[config.mk]
export PLATFORM = sky130hd
export DESIGN_NAME = mkct_cell
export DESIGN_NICKNAME = d
export VERILOG_FILES = /design/src/rtl/core/mkct_pkg.sv /design/src/rtl/core/mkct_cell.sv
export SDC_FILE = /design/constraint.sdc
export NUM_CORES = 1
export LEC_CHECK = 0
export ABC_AREA = 1
export BUFFER_PORTS_ARGS = -buffer_cell sky130_fd_sc_hd__buf_2
export CORE_MARGIN = 8
export CORE_UTILIZATION = 49
export CTS_CLUSTER_SIZE = 24
export DETAILED_ROUTE_END_ITERATION = 8
export PLACE_DENSITY = 0.92
export SYNTH_ARGS = -nofsm -noshare
export SYNTH_HDL_FRONTEND = slang
export SYNTH_SLANG_ARGS = --single-unit
[constraint.sdc]
create_clock -name clk -period 5.7 [get_ports clk]
set_clock_uncertainty 0.2 [all_clocks]
set_input_delay 0.57 -clock clk [delete_from_list [all_inputs] [get_ports clk]]
set_output_delay 0.57 -clock clk [all_outputs]
set_load 0.02 [all_outputs]
[src/rtl/core/mkct_pkg.sv]
`default_nettype none
// ----------------------------------------------------------------------------
// mkct_pkg
// Shared types and constants for the masked-key compacting table.
// ----------------------------------------------------------------------------
package mkct_pkg;

  localparam int CAPACITY_DEF = 256;
  localparam int ACT_W        = 3;
  localparam int ID_W         = 32;
  localparam int KEY_DROP_W   = 2;
  localparam int KEY_W        = ID_W - KEY_DROP_W;
  localparam int TAG_W        = 32;
  localparam int COUNT_OUT_W  = 9;

  // Action codes of an input transaction.
  localparam logic [ACT_W-1:0] ACT_UPSERT      = 3'd0;
  localparam logic [ACT_W-1:0] ACT_INSERT_KEEP = 3'd1;
  localparam logic [ACT_W-1:0] ACT_DEL_KEY     = 3'd2;
  localparam logic [ACT_W-1:0] ACT_DEL_KEY_NZ  = 3'd3;
  localparam logic [ACT_W-1:0] ACT_DEL_TAG     = 3'd4;
  localparam logic [ACT_W-1:0] ACT_QUERY       = 3'd5;

  // Match criterion broadcast to every cell.
  typedef enum logic [1:0] {
    MODE_NONE,
    MODE_KEY,
    MODE_KEY_NZ,
    MODE_TAG
  } match_mode_t;

  typedef struct packed {
    match_mode_t       mode;
    logic [KEY_W-1:0]  key;
    logic [TAG_W-1:0]  tag;
  } cmd_t;

  // Per-cycle control broadcast from the sequencer to the cells.
  typedef struct packed {
    logic capture;   // register this cell's match result
    logic shift;     // delete: cells at or past the first hit take their neighbor
    logic upd_tag;   // overwrite the tag of the first hit
    logic ins;       // append at the slot equal to the entry count
  } cell_ctrl_t;

  typedef struct packed {
    logic [ACT_W-1:0] action;
    logic [ID_W-1:0]  key_id;
    logic [TAG_W-1:0] tag_value;
  } in_item_t;

  typedef struct packed {
    logic                   status;
    logic                   found;
    logic [COUNT_OUT_W-1:0] entry_count;
  } out_item_t;

endpackage
`default_nettype wire

[src/rtl/core/mkct_cell.sv]
`default_nettype none
// ----------------------------------------------------------------------------
// mkct_cell
// One table slot: holds a key and a tag, matches them against the broadcast
// command and takes its upper neighbor's contents when the table compacts.
// ----------------------------------------------------------------------------
module mkct_cell #(
  parameter int IDX = 0,
  parameter int CW  = 9
) (
  input  wire logic                       clk,
  input  wire mkct_pkg::cell_ctrl_t       ctrl,
  input  wire mkct_pkg::cmd_t             cmd,
  input  wire logic [CW-1:0]              count,
  input  wire logic                       prefix_le,
  input  wire logic                       prefix_lt,
  input  wire logic [mkct_pkg::KEY_W-1:0] nb_key,
  input  wire logic [mkct_pkg::TAG_W-1:0] nb_tag,
  output logic      [mkct_pkg::KEY_W-1:0] key_o,
  output logic      [mkct_pkg::TAG_W-1:0] tag_o,
  output logic                            hit_o
);

  logic [mkct_pkg::KEY_W-1:0] key_r;
  logic [mkct_pkg::TAG_W-1:0] tag_r;
  logic                       hit_r;
  logic                       slot_valid;
  logic                       at_tail;
  logic                       match;

  assign slot_valid = CW'(IDX) < count;
  assign at_tail    = CW'(IDX) == count;

  always_comb begin
    case (cmd.mode)
      mkct_pkg::MODE_KEY:    match = key_r == cmd.key;
      mkct_pkg::MODE_KEY_NZ: match = (key_r == cmd.key) && (tag_r != '0);
      mkct_pkg::MODE_TAG:    match = tag_r == cmd.tag;
      default:               match = 1'b0;
    endcase
  end

  always_ff @(posedge clk) begin
    if (ctrl.capture) begin
      hit_r <= slot_valid && match;
    end
    if (ctrl.shift && prefix_le) begin
      key_r <= nb_key;
      tag_r <= nb_tag;
    end else if (ctrl.upd_tag && hit_r && !prefix_lt) begin
      tag_r <= cmd.tag;
    end else if (ctrl.ins && at_tail) begin
      key_r <= cmd.key;
      tag_r <= cmd.tag;
    end
  end

  assign key_o = key_r;
  assign tag_o = tag_r;
  assign hit_o = hit_r;

endmodule
`default_nettype wire

==> flow_metrics.py <==
metrics = {
    "sta": {
        "finalCritPeriodShare_pct": 36.0,
        "setup_tns_ns": 0,
        "setup_viol": 0,
        "worst_slew_pin_slew_ns": 0.888,
        "fmax_mhz": 487,
        "slew_viol_final": 0,
        "fin_crit_ns": 2.05,
        "finalHoldViolCount": 0,
        "rsz0062_at_grt": "no",
        "relSlewSlack_pct": 40.8,
        "setup_slack_ns": 3.65,
    },
    "placed_design": {
        "pre_cts_slack_ns": 3.31,
        "dpl.cell_count": 665,
        "port_buffers": 204,
        "place_area_mm2": 0.00482,
        "dpl.hpwl_mm": 8.90,
        "gp_congestion": 0.810,
    },
    "floorplan": {
        "rows": 31,
        "fp.dieH_um": 103,
        "core_area_mm2": 0.00729,
        "fp.dieArea_mm2": 0.0106,
        "start_util_pct": 50.8,
        "ioPinCount": 205,
        "die_width_um": 103,
    },
    "global_routing": {
        "gr-usage-met2_pct": 36.2,
        "use_met1_pct": 20.3,
        "track_usage_pct": 19.8,
        "antenna_found_initial": 1,
        "grtUsageMet3_pct": 7.09,
        "busiest_layer": "met2",
        "grt_remaining_overflow": 0,
        "grt_max_degree": 78,
        "grt_pass1_vias": 3666,
        "grt_pass1_wl_mm": 16.3,
    },
    "power_and_ir_drop": {
        "p_leak_nw": 2.35,
        "vdd_drop_max_v": 0.000167,
        "power.density_mw_per_mm2": 241,
    },
    "setup_path": {
        "cp_data_required_time_ns": 5.54,
        "worstPathMaxFanout": 77,
        "critPathKind": "primary input to flip-flop",
        "cp-end-kind": "flip-flop",
        "cp-start-kind": "primary input",
        "cp.arrival_ns": 1.89,
    },
    "clock_network": {
        "hold_buffers": 0,
        "postCtsSetupBuffers": 0,
        "cts_tree": "built",
        "post_cts_resized": 0,
        "clock_sinks": 63,
        "htreeDepth": 3,
        "cts.clk_slew.worst_paths_ns": 0.06,
        "cts_inserted_buffers": 9,
        "clockBufferDepth": 2,
        "insertion_delay_ns": 0.33,
        "cts_root_buf": "clkbuf_8",
    },
    "run": {
        "cap_violations": 0,
    },
    "logic_synthesis": {
        "syn_nets": 509,
        "syn_inst": 367,
        "yosys-top-cells-area": "edfxtp_1 51%, mux2_2 15%, nand2_1 8.3%",
        "syn_area_per_cell_um2": 10.1,
        "ys_warn_count": 0,
        "synth_top_area_share_pct": 51.1,
        "syn_area_mm2": 0.00370,
        "yosysTopAreaCell": "edfxtp_1",
        "synth_seq_area_share_pct": 51.1,
        "ys_ff_latch": 63,
        "yosysUniqueCellTypes": 16,
    },
    "final_layout": {
        "syn2layout_area_growth_pct": 35.3,
        "final_cell_mix": "204 x buf_2, 81 x nand2_1, 69 x nor2_1",
        "final_common_cell": "buf_2",
        "drive_gt1_share_pct": 46.7,
        "fin_util_pct": 68.8,
        "stdcell_area_mm2": 0.00501,
        "instances_no_fill": 682,
        "nets": 719,
    },
    "drt": {
        "vias_per_cell": 4.90,
        "firstDrtPassIters": 4,
        "ant_nets": 0,
        "drtIter0Drc": 137,
        "vias": 3345,
        "drcViolationCount": 0,
        "drt_wl_total_mm": 11.0,
        "wl_per_cell_um": 16.2,
    },
    "run_status": {
        "status": "finished clean",
    },
    "hold_path": {
        "hold_path.class": "primary input to flip-flop",
    },
}
sequential cells by signal, summed over array words and instances, names as in the netlist:
name   flops
tag_o     32
key_o     30
hit_o      1
cells in the mapped netlist:
library cell	instances
a21oi_1	14
nand3b_1	1
nand2_1	82
o21ai_0	2
xor2_1	33
nor2_1	69
nand3_1	1
edfxtp_1	63
buf_6	2
mux2_2	48
buf_4	1
mux2_4	1
xnor2_1	16
nor4_1	2
inv_1	27
buf_2	5
final cells by class:
class                      instances  area [um^2]
multi-input combinational        269         1660
sequential                        63         1890
fill                             583         2280
timing repair buffer             207         1040
clock inverter                     7         63.8
clock buffer                       9          124
inverter                          27          101
tap                               99          124
antenna                            1         2.50
through the flow:
stage                     hold slack, ns  power, mW
after floorplan                    0.482      0.729
after global placement             0.571      0.827
after detailed placement           0.570      0.840
after CTS                          0.221       1.21
after global routing               0.207       1.26
final                              0.238       1.21
final timing paths:
| check | from | endpoint | slack (ns) | cells past startpoint |
|---|---|---|---|---|
| max | ctrl[2] | tag_o[25] | 3.65 | 5 |
| min | ctrl[3] | hit_o | 0.24 | 1 |
| max reg2reg | tag_o[2] | hit_o | 4.03 | 8 |
| min reg2reg | key_o[8] | hit_o | 0.78 | 9 |
metal layers:
layer,part of all wire [%],up-vias
met5,0,-
met4,1.6,0
met3,9.5,18
met2,51,157
met1,37,1536
li1,-,1634
cells by family after synthesis:
kind of cell | after synthesis | synth area share, %
AO/OA/AOI/OAI | 16 | 2.16
XOR/XNOR | 49 | 11.6
buffers and inverters | 35 | 4.22
flip-flops | 63 | 51.1
multiplexers | 49 | 15.0
AND/OR/NAND/NOR | 155 | 16.0
where the power goes:
part | internal, mW | leakage (nW) | switching (mW)
Combinational | 0.116 | 1.65 | 0.138
Clock | 0.198 | 0.0941 | 0.179
Sequential | 0.551 | 0.597 | 0.0250
Total | 0.865 | 2.35 | 0.341
worst max-delay path, cell delays in order:
cell      delay, ns
buf_2          0.10
nand2_2        0.05
buf_4          0.69
nand3b_1       0.14
buf_4          0.30
Power figures use the tool's default switching activity.
