<file path="config.mk">
export PLATFORM = sky130hd
export DESIGN_NAME = mkct_prefix
export DESIGN_NICKNAME = d
export VERILOG_FILES = /design/src/rtl/core/mkct_prefix.sv
export SDC_FILE = /design/constraint.sdc
export NUM_CORES = 1
export LEC_CHECK = 0
export BUFFER_PORTS_ARGS = -buffer_cell sky130_fd_sc_hd__clkbuf_2
export CELL_PAD_IN_SITES_DETAIL_PLACEMENT = 2
export CELL_PAD_IN_SITES_GLOBAL_PLACEMENT = 2
export CORE_MARGIN = 5
export CORE_UTILIZATION = 13
export DETAILED_ROUTE_END_ITERATION = 12
export PLACE_DENSITY_LB_ADDON = 0.25
export SYNTH_ARGS = -nofsm -noshare
export SYNTH_HDL_FRONTEND = slang
export SYNTH_SLANG_ARGS = --single-unit
</file>
<file path="constraint.sdc">
create_clock -name vclk -period 2.4
set_input_delay 0.12 -clock vclk [all_inputs]
set_output_delay 0.12 -clock vclk [all_outputs]
set_load 0.02 [all_outputs]
</file>
<file path="src/rtl/core/mkct_prefix.sv">
`default_nettype none
// ----------------------------------------------------------------------------
// mkct_prefix
// Inclusive prefix OR over the cell hit vector, built as a log-depth tree.
// ----------------------------------------------------------------------------
module mkct_prefix #(
  parameter int N = 256
) (
  input  wire logic [N-1:0] hits,
  output logic      [N-1:0] incl
);

  localparam int LEVELS = (N > 1) ? $clog2(N) : 1;

  logic [N-1:0] lvl [LEVELS+1];

  assign lvl[0] = hits;

  for (genvar l = 0; l < LEVELS; l++) begin : g_lvl
    for (genvar i = 0; i < N; i++) begin : g_bit
      if (i >= (1 << l)) begin : g_or
        assign lvl[l+1][i] = lvl[l][i] | lvl[l][i-(1<<l)];
      end else begin : g_pass
        assign lvl[l+1][i] = lvl[l][i];
      end
    end
  end

  assign incl = lvl[LEVELS];

endmodule
`default_nettype wire

</file>
==> metrics.md, run 1 <==
| Metric | Value |
|---|---|
| Synth unique cells | 37 |
| Area of the core region | 0.03557 mm² |
| Data arrival time at the worst-slack endpoint | 2.63 ns |
| Layout sequential cell count | 0 |
| Port Buffer Count | 512 |
| Storage cell area | 0 µm² |
| Worst Setup Slack post-DPL | -0.6163 ns |
| Mapped cell area | 0.004689 mm² |
| Tot Pwr | 0.001004 W |
| GP Congestion | 0.9239 |
| Global Route Usage Sum | 28.33% |
| Sequential element share of the synthesized area | 0% |
| Core Util, Final | 39.09% |
| Warnings from Yosys | 0 |
| Syn Area/Cell | 5.329 µm² |
| Number of core rows | 69 |
| Total of endpoints with negative setup slack in the final report | 85 |
| Total routed wire length on the met1 layer | 23240 µm |
| Total DRC errors in the routed layout | 0 |
| Startpoint Class | input port |
| Final hold vios | 0 |
| Top-count cell post-synth | nor2_1 |
| Instance area after placement | 0.01108 mm² |
| Number of global-route vias before repair | 12850 |
| Unrepaired setup endpoints after global routing | yes |
| Violated checks | setup timing |
| Relative slew slack | 45.46% |
| DRC violation total after the first TritonRoute iteration | 390 |
| Lkg Pwr | 6.256 nW |
| Fraction of layout instances using a drive strength above 1 | 65.69% |
| Die Area | 0.03997 mm² |
| Synthesized instance count | 880 |
| Starting density of the core | 13.18% |
| Number of non-filler instances in the completed layout | 2336 |
| First-pass GRT wire length | 85040 µm |
| Met2 WL post-DR | 33180 µm |
| Hold Path Class | input port to output port |
| Number of violations of the max-capacitance limit | 0 |
| Endpoint type of the worst setup path | output port |
| Total overflow reported by the global router | 0 |
| Routed length per placed instance | 26.82 µm |
| Placed wire-length estimate after detailed placement | 54260 µm |
| Fraction of the cycle the final worst path needs | 114.6% |
| Die width | 199.9 µm |
| Final antenna-violating net count | 0 |
| Critical Path RT | 2.28 ns |
| Antenna violations before repair | 10 |
| Router iterations before antenna repair | 4 |
| Type of the worst setup path | input port to output port |
| Post-Route WL | 62650 µm |
| Proportion of netlist area held by the largest area contributor | 13.74% |
| Leading cell types by total area after synthesis | nor4_1, nor2_1, nand2_1 |
| Final setup margin | -0.3506 ns |
| Outcome | finished, violations left |
| Number of buffers inserted by hold repair at cts | 0 |
| Top cell type by total area after synthesis | nor4_1 |
| Total via count in the routed design | 11570 |
| Ports placed on the boundary | 512 |
| Area overhead of the layout relative to synthesis | 196.5% |
| Pins over their slew limit | 0 |
| Synth Net Count | 1136 |
| Peak VDD IR | 43.51 µV |
| Number of vias per cell | 4.953 |
| Cell Count Post-Placement | 2261 |
| Maximum number of pins on one net before global-route repair | 10 |
| Finished Cell Area | 0.01390 mm² |
| List of most frequent post-synthesis cells | nor2_1, nand2_1, nor4_1 |
| Met3 WL post-DR | 4115 µm |
| Clock buffer cells | 0 |
| Pwr Density | 72.21 mW/mm² |
| Worst slew pin tran | 0.8107 ns |
| Maximum fanout encountered on the critical timing path | 3 |
| Min Tclk post-route | 2.751 ns |
| Top sig layer | met5 |
| Max Freq | 363.6 MHz |
| DIE HEIGHT | 199.9 µm |
| Post-layout nets | 2129 |
## per-layer routing
layer / GRT usage, % / vias up
met4: 5.887 / 12
met5: 0 / -
met2: 55.61 / 410
met3: 5.942 / 92
met1: 31.20 / 5703
li1: - / 5354
## worst max-delay path, cell delays in order
cell	delay (ns)
buf_8	0.10
nor4_4	0.32
buf_4	0.18
nand4_1	0.17
buf_6	0.18
nor4_4	0.29
buf_4	0.19
nand4_1	0.25
nor4b_4	0.39
buf_4	0.20
nand3_2	0.07
buf_6	0.17
## metrics by stage
step	hold WS (ns)	TNS [ns]
floorplan	0.3526	-0.3520
global placement	0.5793	-21.24
detailed placement	0.5918	-24.08
CTS	0.5648	-5.146
global route	0.5782	-20.03
finish	0.5588	-8.141
## final cells by class
class / instances / area (µm²)
Antenna cell: 4 / 10.01
Fill cell: 4326 / 21660
Inverter: 41 / 166.4
Multi-Input combinational cell: 830 / 5816
Tap cell: 461 / 576.8
Timing Repair Buffer: 1000 / 7336
## cell families (layout without fill, tap and decap cells)
family                 Yosys count  in the layout  share of synthesized area, %
buffers and inverters           50           1041                         4.109
other                            0              4                             0
and+or+nand+nor                830            830                         95.89
## path summary, 6_finish.rpt
kind	from	cells after the start	slack, ns	endpoint
setup / recovery	hits[10]	12	-0.35	incl[242]
hold / removal	hits[238]	4	0.56	incl[238]
## layout by cell type (no fill, tap or decap), types with 7 or more instances in the layout
master	count
or4_1	11
nor3_2	18
nor2_4	11
buf_6	78
or4_4	8
or3_4	7
inv_2	11
nor4_4	26
buf_2	27
clkbuf_8	11
nand4_1	72
buf_8	55
nand3_1	67
and3_1	12
nand3_4	13
nand2_2	15
or2_2	18
nor3_1	67
nand3_2	18
nor4_2	25
buf_4	434
and4_1	9
nor2_1	143
nand3b_1	8
nor3_4	11
clkbuf_2	388
inv_1	25
nand4b_1	13
nor4_1	65
or3_1	23
nand2_4	19
nand2_1	109
## where the power goes
part	switching, W	internal [W]
logic	0.000546	0.000458
registers	0	0
clock network	0	0.000000000223
## what timing repair did
| action | in CTS | in global routing |
|---|---|---|
| hold endpoints to repair | 0 | 0 |
| cloned | 3 | 0 |
| pin swaps | 51 | 56 |
| endpoints found under the setup margin | 142 | 156 |
| gates resized for setup | 296 | 319 |
| setup buffers | 59 | 37 |
No activity file was read; power rests on OpenSTA's default activity.
==> run 2: changes to the inputs <==
--- a/config.mk
+++ b/config.mk
@@ -8,9 +8,9 @@
 export BUFFER_PORTS_ARGS = -buffer_cell sky130_fd_sc_hd__clkbuf_2
 export CELL_PAD_IN_SITES_DETAIL_PLACEMENT = 2
 export CELL_PAD_IN_SITES_GLOBAL_PLACEMENT = 2
-export CORE_MARGIN = 5
-export CORE_UTILIZATION = 13
+export CORE_AREA = 5 5 194 196
 export DETAILED_ROUTE_END_ITERATION = 12
+export DIE_AREA = 0 0 199 201
 export PLACE_DENSITY_LB_ADDON = 0.25
 export SYNTH_ARGS = -nofsm -noshare
 export SYNTH_HDL_FRONTEND = slang
==> constraint.sdc (replaced) <==
create_clock -name vclk -period 3.4
set_input_delay 0.17 -clock vclk [all_inputs]
set_output_delay 0.17 -clock vclk [all_outputs]
set_load 0.02 [all_outputs]
==> run 2 against run 1 <==
Net effect: the flow now finishes without violations; flip-flop and latch count unchanged; final cell count fell by 16%; critical path depth fell by 2; core utilization decreased by 15 points; via count decreased by 15%; global-route usage fell by 3.3 points; combinational power decreased by 52%; first-iteration DRC count is 6.9% lower; final area is 38% lower; clock-buffer cell count unchanged; largest cell class is now multi-input gates.
==> metrics.md, run 2 (same netlist as run 1, synthesis figures left out) <==
| Metric | Value |
|---|---|
| Number of non-filler instances in the completed layout | 1960 |
| Number of buffers inserted by hold repair at cts | 0 |
| DRC violation total after the first TritonRoute iteration | 363 |
| Die Area | 0.04000 mm² |
| Maximum fanout encountered on the critical timing path | 6 |
| Endpoint type of the worst setup path | output port |
| Post-layout nets | 1749 |
| Buffer count from post-CTS setup fixing | 0 |
| Number of vias per cell | 5.018 |
| Area of the core region | 0.03591 mm² |
| Port Buffer Count | 512 |
| Fraction of layout instances using a drive strength above 1 | 44.94% |
| Pwr Density | 55.15 mW/mm² |
| Relative slew slack | 47.71% |
| Routed length per placed instance | 27.19 µm |
| Total via count in the routed design | 9835 |
| DIE HEIGHT | 201 µm |
| Min Tclk post-route | 3.264 ns |
| Total of endpoints with negative setup slack in the final report | 0 |
| Worst hold margin | 0.6357 ns |
| Global Route Usage Sum | 24.98% |
| Post-Route WL | 53290 µm |
| Hold Startpoint | hits[0] |
| Cell Count Post-Placement | 1959 |
| Pins over their slew limit | 0 |
| Placed wire-length estimate after detailed placement | 49110 µm |
| Number of violations of the max-capacitance limit | 0 |
| Router iterations before antenna repair | 5 |
| Unrepaired setup endpoints after global routing | no |
| Fraction of the cycle the final worst path needs | 95.99% |
| GP Congestion | 0.9260 |
| Final antenna-violating net count | 0 |
| Number of global-route vias before repair | 10960 |
| Hold Path Class | input port to output port |
| Critical Path RT | 3.23 ns |
| Worst slew pin tran | 0.7772 ns |
| Lkg Pwr | 3.237 nW |
| Final setup margin | 0.1363 ns |
| Leading cell type in the layout, fill and taps excluded | clkbuf_2 |
| Tot Pwr | 0.0004756 W |
| Clock buffer cells | 0 |
| Area overhead of the layout relative to synthesis | 83.91% |
| First-pass GRT wire length | 75240 µm |
| Total overflow reported by the global router | 0 |
| Type of the worst setup path | input port to output port |
| Worst Setup Slack post-DPL | 0.03906 ns |
| Layout sequential cell count | 0 |
| Number of core rows | 70 |
| Die width | 199 µm |
| Commonest non-fill, non-tap cells in the layout | clkbuf_2, nor2_1, nand2_1 |
| Maximum number of pins on one net before global-route repair | 13 |
| Total DRC errors in the routed layout | 0 |
| Data arrival time at the worst-slack endpoint | 3.09 ns |
| Outcome | complete, no violations |
| Max Freq | 306.4 MHz |
| Ports placed on the boundary | 512 |
| Storage cell area | 0 µm² |
| Final hold vios | 0 |
| Starting density of the core | 13.06% |
| Origin of the worst setup path | hits[54] |
| Peak VDD IR | 25.30 µV |
| Startpoint Class | input port |
| Antenna violations before repair | 6 |
| Accumulated negative setup slack | 0 ns |
[run 2: power by group]
group / switching, W / total [W] / leakage (nW) / internal (W)
Clock: 0 / 0.0000000000393 / 0.00000634 / 0.0000000000393
Sequential: 0 / 0 / 0 / 0
Combinational: 0.000300 / 0.000476 / 3.24 / 0.000175
[run 2: path summary, 6_finish.rpt]
kind	slack, ns	cells past startpoint	end
min	0.64	2	incl[0]
max	0.14	10	incl[125]
[run 2: area by class of cell]
cell class	count	area [µm²]
Fill cell	4640	27280
Multi-Input combinational cell	830	4509
Timing Repair Buffer	620	3373
Tap cell	468	585.6
Inverter	41	153.9
Antenna cell	1	2.502
[run 2: what timing repair did]
action,in CTS,in global routing
hold endpoints to repair,0,0
resized for setup,0,2
setup endpoints to repair,0,12
[run 2: stage by stage]
step,cell area (µm²),utilization (%)
finish,8625,24.02
floorplan,4690,-
global route,8622,24.01
detailed placement,8615,23.99
global placement,8615,23.99
CTS,8615,23.99
[run 2: critical path, stage by stage]
cell and delay [ns]:
clkbuf_2 0.13, nor3_2 0.42, buf_4 0.23, nand4_1 0.27, nor4_1 0.64, buf_4 0.25
and4_1 0.21, nand2_1 0.10, or4_1 0.50, clkbuf_2 0.17
[run 2: layer usage]
metal | up-vias | GRT usage [%] | wire length (µm)
met5 | - | 0 | 89
met4 | 12 | 5.911 | 1570
met3 | 73 | 6.093 | 4186
met2 | 403 | 47.34 | 27480
met1 | 4747 | 27.71 | 19970
li1 | 4600 | - | -
==> run 3: changes to the inputs <==
--- a/config.mk
+++ b/config.mk
@@ -5,12 +5,13 @@
 export SDC_FILE = /design/constraint.sdc
 export NUM_CORES = 1
 export LEC_CHECK = 0
+export ABC_AREA = 1
 export BUFFER_PORTS_ARGS = -buffer_cell sky130_fd_sc_hd__clkbuf_2
 export CELL_PAD_IN_SITES_DETAIL_PLACEMENT = 2
 export CELL_PAD_IN_SITES_GLOBAL_PLACEMENT = 2
-export CORE_AREA = 5 5 194 196
+export CORE_MARGIN = 5
+export CORE_UTILIZATION = 17
 export DETAILED_ROUTE_END_ITERATION = 12
-export DIE_AREA = 0 0 199 201
 export PLACE_DENSITY_LB_ADDON = 0.25
 export SYNTH_ARGS = -nofsm -noshare
 export SYNTH_HDL_FRONTEND = slang
==> run 3 against run 2 <==
Net effect: synthesized cell count grew 110%; hold slack lost 0.033 ns; non-clock buffer count shrank 108; total power grew 15%; combinational power grew 15%; global-route usage grew 4.9 points; flip-flop and latch count is the same; sequential share of layout area is the same; wire length grew 37%; final cell count grew 48%; critical endpoint is now incl[156]; highest routed layer unchanged.
==> metrics.md, run 3 <==
| Metric | Value |
|---|---|
| Synthesized instance count | 1847 |
| Post-layout nets | 2616 |
| Layout sequential cell count | 0 |
| Accumulated negative setup slack | 0 ns |
| DIE HEIGHT | 215.2 µm |
| Pwr Density | 52.61 mW/mm² |
| Relative slew slack | 65.42% |
| Finished Cell Area | 0.01039 mm² |
| Unrepaired setup endpoints after global routing | no |
| Sw frac | 69.91% |
| Total overflow reported by the global router | 0 |
| Cell Int Power | 0.0001644 W |
| Number of violations of the max-capacitance limit | 0 |
| List of most frequent post-synthesis cells | nor2_1, nand2_1, inv_1 |
| Post-Route WL | 73030 µm |
| Number of global-route vias before repair | 14920 |
| Top-count cell post-synth | nor2_1 |
| Fraction of the cycle the final worst path needs | 77.75% |
| Storage cell area | 0 µm² |
| Area of the core region | 0.04176 mm² |
| First-pass GRT wire length | 102800 µm |
| Port Buffer Count | 512 |
| Fraction of power consumed by sequential logic | 0% |
| Outcome | complete, no violations |
| Number of core rows | 75 |
| Total of endpoints with negative setup slack in the final report | 0 |
| Final hold vios | 0 |
| Type of the worst setup path | input port to output port |
| Peak VDD IR | 33.92 µV |
| Number of vias per cell | 4.627 |
| Min Tclk post-route | 2.643 ns |
| Area overhead of the layout relative to synthesis | 45.12% |
| GP Congestion | 1.033 |
| Leading cell types by total area after synthesis | nor2_1, nand2_1, inv_1 |
| Clock Power Share | 0% |
| Startpoint Class | input port |
| Synth Net Count | 2103 |
| Buffer count from post-CTS setup fixing | 0 |
| Ant. Diodes | 0 |
| Sequential element share of the synthesized area | 0% |
| Count of cells along the worst hold path | 2 |
| Resized cells post-CTS | 0 |
| Total via count in the routed design | 13410 |
| DRC violation total after the first TritonRoute iteration | 597 |
| Die width | 215.2 µm |
| Starting density of the core | 17.14% |
| Ordered cell list for the critical path | clkbuf_2 > nor2_1 > nand2_1 > nor2_1 > nand2_1 > nor2_1 > nand2_1 > nor2_2 > nand2_1 > clkbuf_2 |
| Gate family responsible for the most delay along the worst path | simple AND/OR/NAND/NOR gates |
| Terminating pin of the worst hold path | incl[0] |
| Number of fill cells | 5872 |
| Synth unique cells | 9 |
| Commonest non-fill, non-tap cells in the layout | nor2_1, nand2_1, clkbuf_2 |
| Fraction of layout instances using a drive strength above 1 | 24.05% |
| Endpoint type of the worst setup path | output port |
| Number of buffer and inverter instances along the worst setup path | 2 |
| Cell seen most often among critical-path stages | nand2_1 |
| Warnings from Yosys | 0 |
| Mapped cell area | 0.007158 mm² |
| Pins over their slew limit | 0 |
| Syn Area/Cell | 3.876 µm² |
| Top cell type by total area after synthesis | nor2_1 |
| Routed length per placed instance | 25.21 µm |
| Hold Path Class | input port to output port |
| Ports placed on the boundary | 512 |
| Clock buffer cells | 0 |
| Router iterations before antenna repair | 4 |
| Maximum number of pins on one net before global-route repair | 6 |
| Hold Startpoint | hits[0] |
| Worst slew pin tran | 0.5169 ns |
| Die Area | 0.04631 mm² |
| Data arrival time at the worst-slack endpoint | 2.47 ns |
| Antenna violations before repair | 3 |
| Global Route Usage Sum | 29.85% |
| Placed wire-length estimate after detailed placement | 70440 µm |
| Total DRC errors in the routed layout | 0 |
| Lkg Pwr | 3.660 nW |
| Instance area after placement | 0.01039 mm² |
| Number of buffers inserted by hold repair at cts | 0 |
| Power dissipated by switching net loads | 0.0003820 W |
| Maximum fanout encountered on the critical timing path | 3 |
| Critical Path RT | 3.23 ns |
| Multi-input logic area | 0.006524 mm² |
| Cell type of the slowest stage on the worst timing path | nor2_1 |
| Combinational share of power | 100.0% |
| Max Freq | 378.3 MHz |
| Proportion of netlist area held by the largest area contributor | 44.89% |
| Final antenna-violating net count | 0 |
| Largest stage delay on the critical path | 0.45 ns |
| Leading cell type in the layout, fill and taps excluded | nor2_1 |
-- run 3: cell count changes after synthesis, moves of 92 or more --
cell / previous run / this run
inv_1: 37 / 167
nand2_1: 141 / 768
nand3_1: 98 / 0
nor2_1: 156 / 856
nor3_1: 92 / 0
nor4_1: 103 / 0
-- run 3: logic make-up after synthesis --
family,Yosys count,synth area share [%]
buffers and inverters,168,8.862
AND/OR/NAND/NOR,1679,91.14
-- run 3: per-layer routing --
metal  vias to the layer above  GRT usage [%]  wire length (µm)
met5                         -              0                47
met4                         6          4.630              1451
met3                        50          3.518              3044
met2                       431          54.58             35760
met1                      6482          38.32             32720
li1                       6436              -                 -
-- run 3: final cells by class --
| class | instances | share of cell area, % |
|---|---|---|
| tap | 539 | 6.492 |
| timing repair buffer | 512 | 24.67 |
| multi-input combinational | 1679 | 62.80 |
| inverter | 167 | 6.035 |
-- run 3: worst max path at each step --
stage                     depth (start not counted)         to  slack, ns       from
after floorplan                                   8  incl[235]       1.77    hits[3]
after global placement                           10  incl[228]       0.82  hits[117]
after detailed placement                         10  incl[252]       0.81  hits[117]
after CTS                                        10  incl[252]       0.81  hits[117]
after global routing                             10  incl[156]       0.67  hits[117]
final                                            10  incl[156]       0.76  hits[117]
-- run 3: stage by stage --
step,total power (W),cells,setup slack (ns),utilization (%),hold WS (ns)
2_1_floorplan,0.0001612,1847,1.773,-,0.4526
3_3_place_gp,0.0005437,2897,0.8207,24.87,0.6010
3_5_place_dp,0.0005433,2897,0.8130,24.87,0.6056
4_1_cts,0.0005451,2897,0.8094,24.87,0.6054
5_1_grt,0.0005744,2897,0.6682,24.87,0.6075
6_report,0.0005464,2897,0.7566,24.87,0.6031
-- run 3: power groups by stage --
stage	clock network [W]	registers [W]	logic (W)
after floorplan	0	0	0.000161
after global placement	0	0	0.000544
after detailed placement	0	0	0.000543
after CTS	0	0	0.000545
after global routing	0	0	0.000574
final	0	0	0.000546
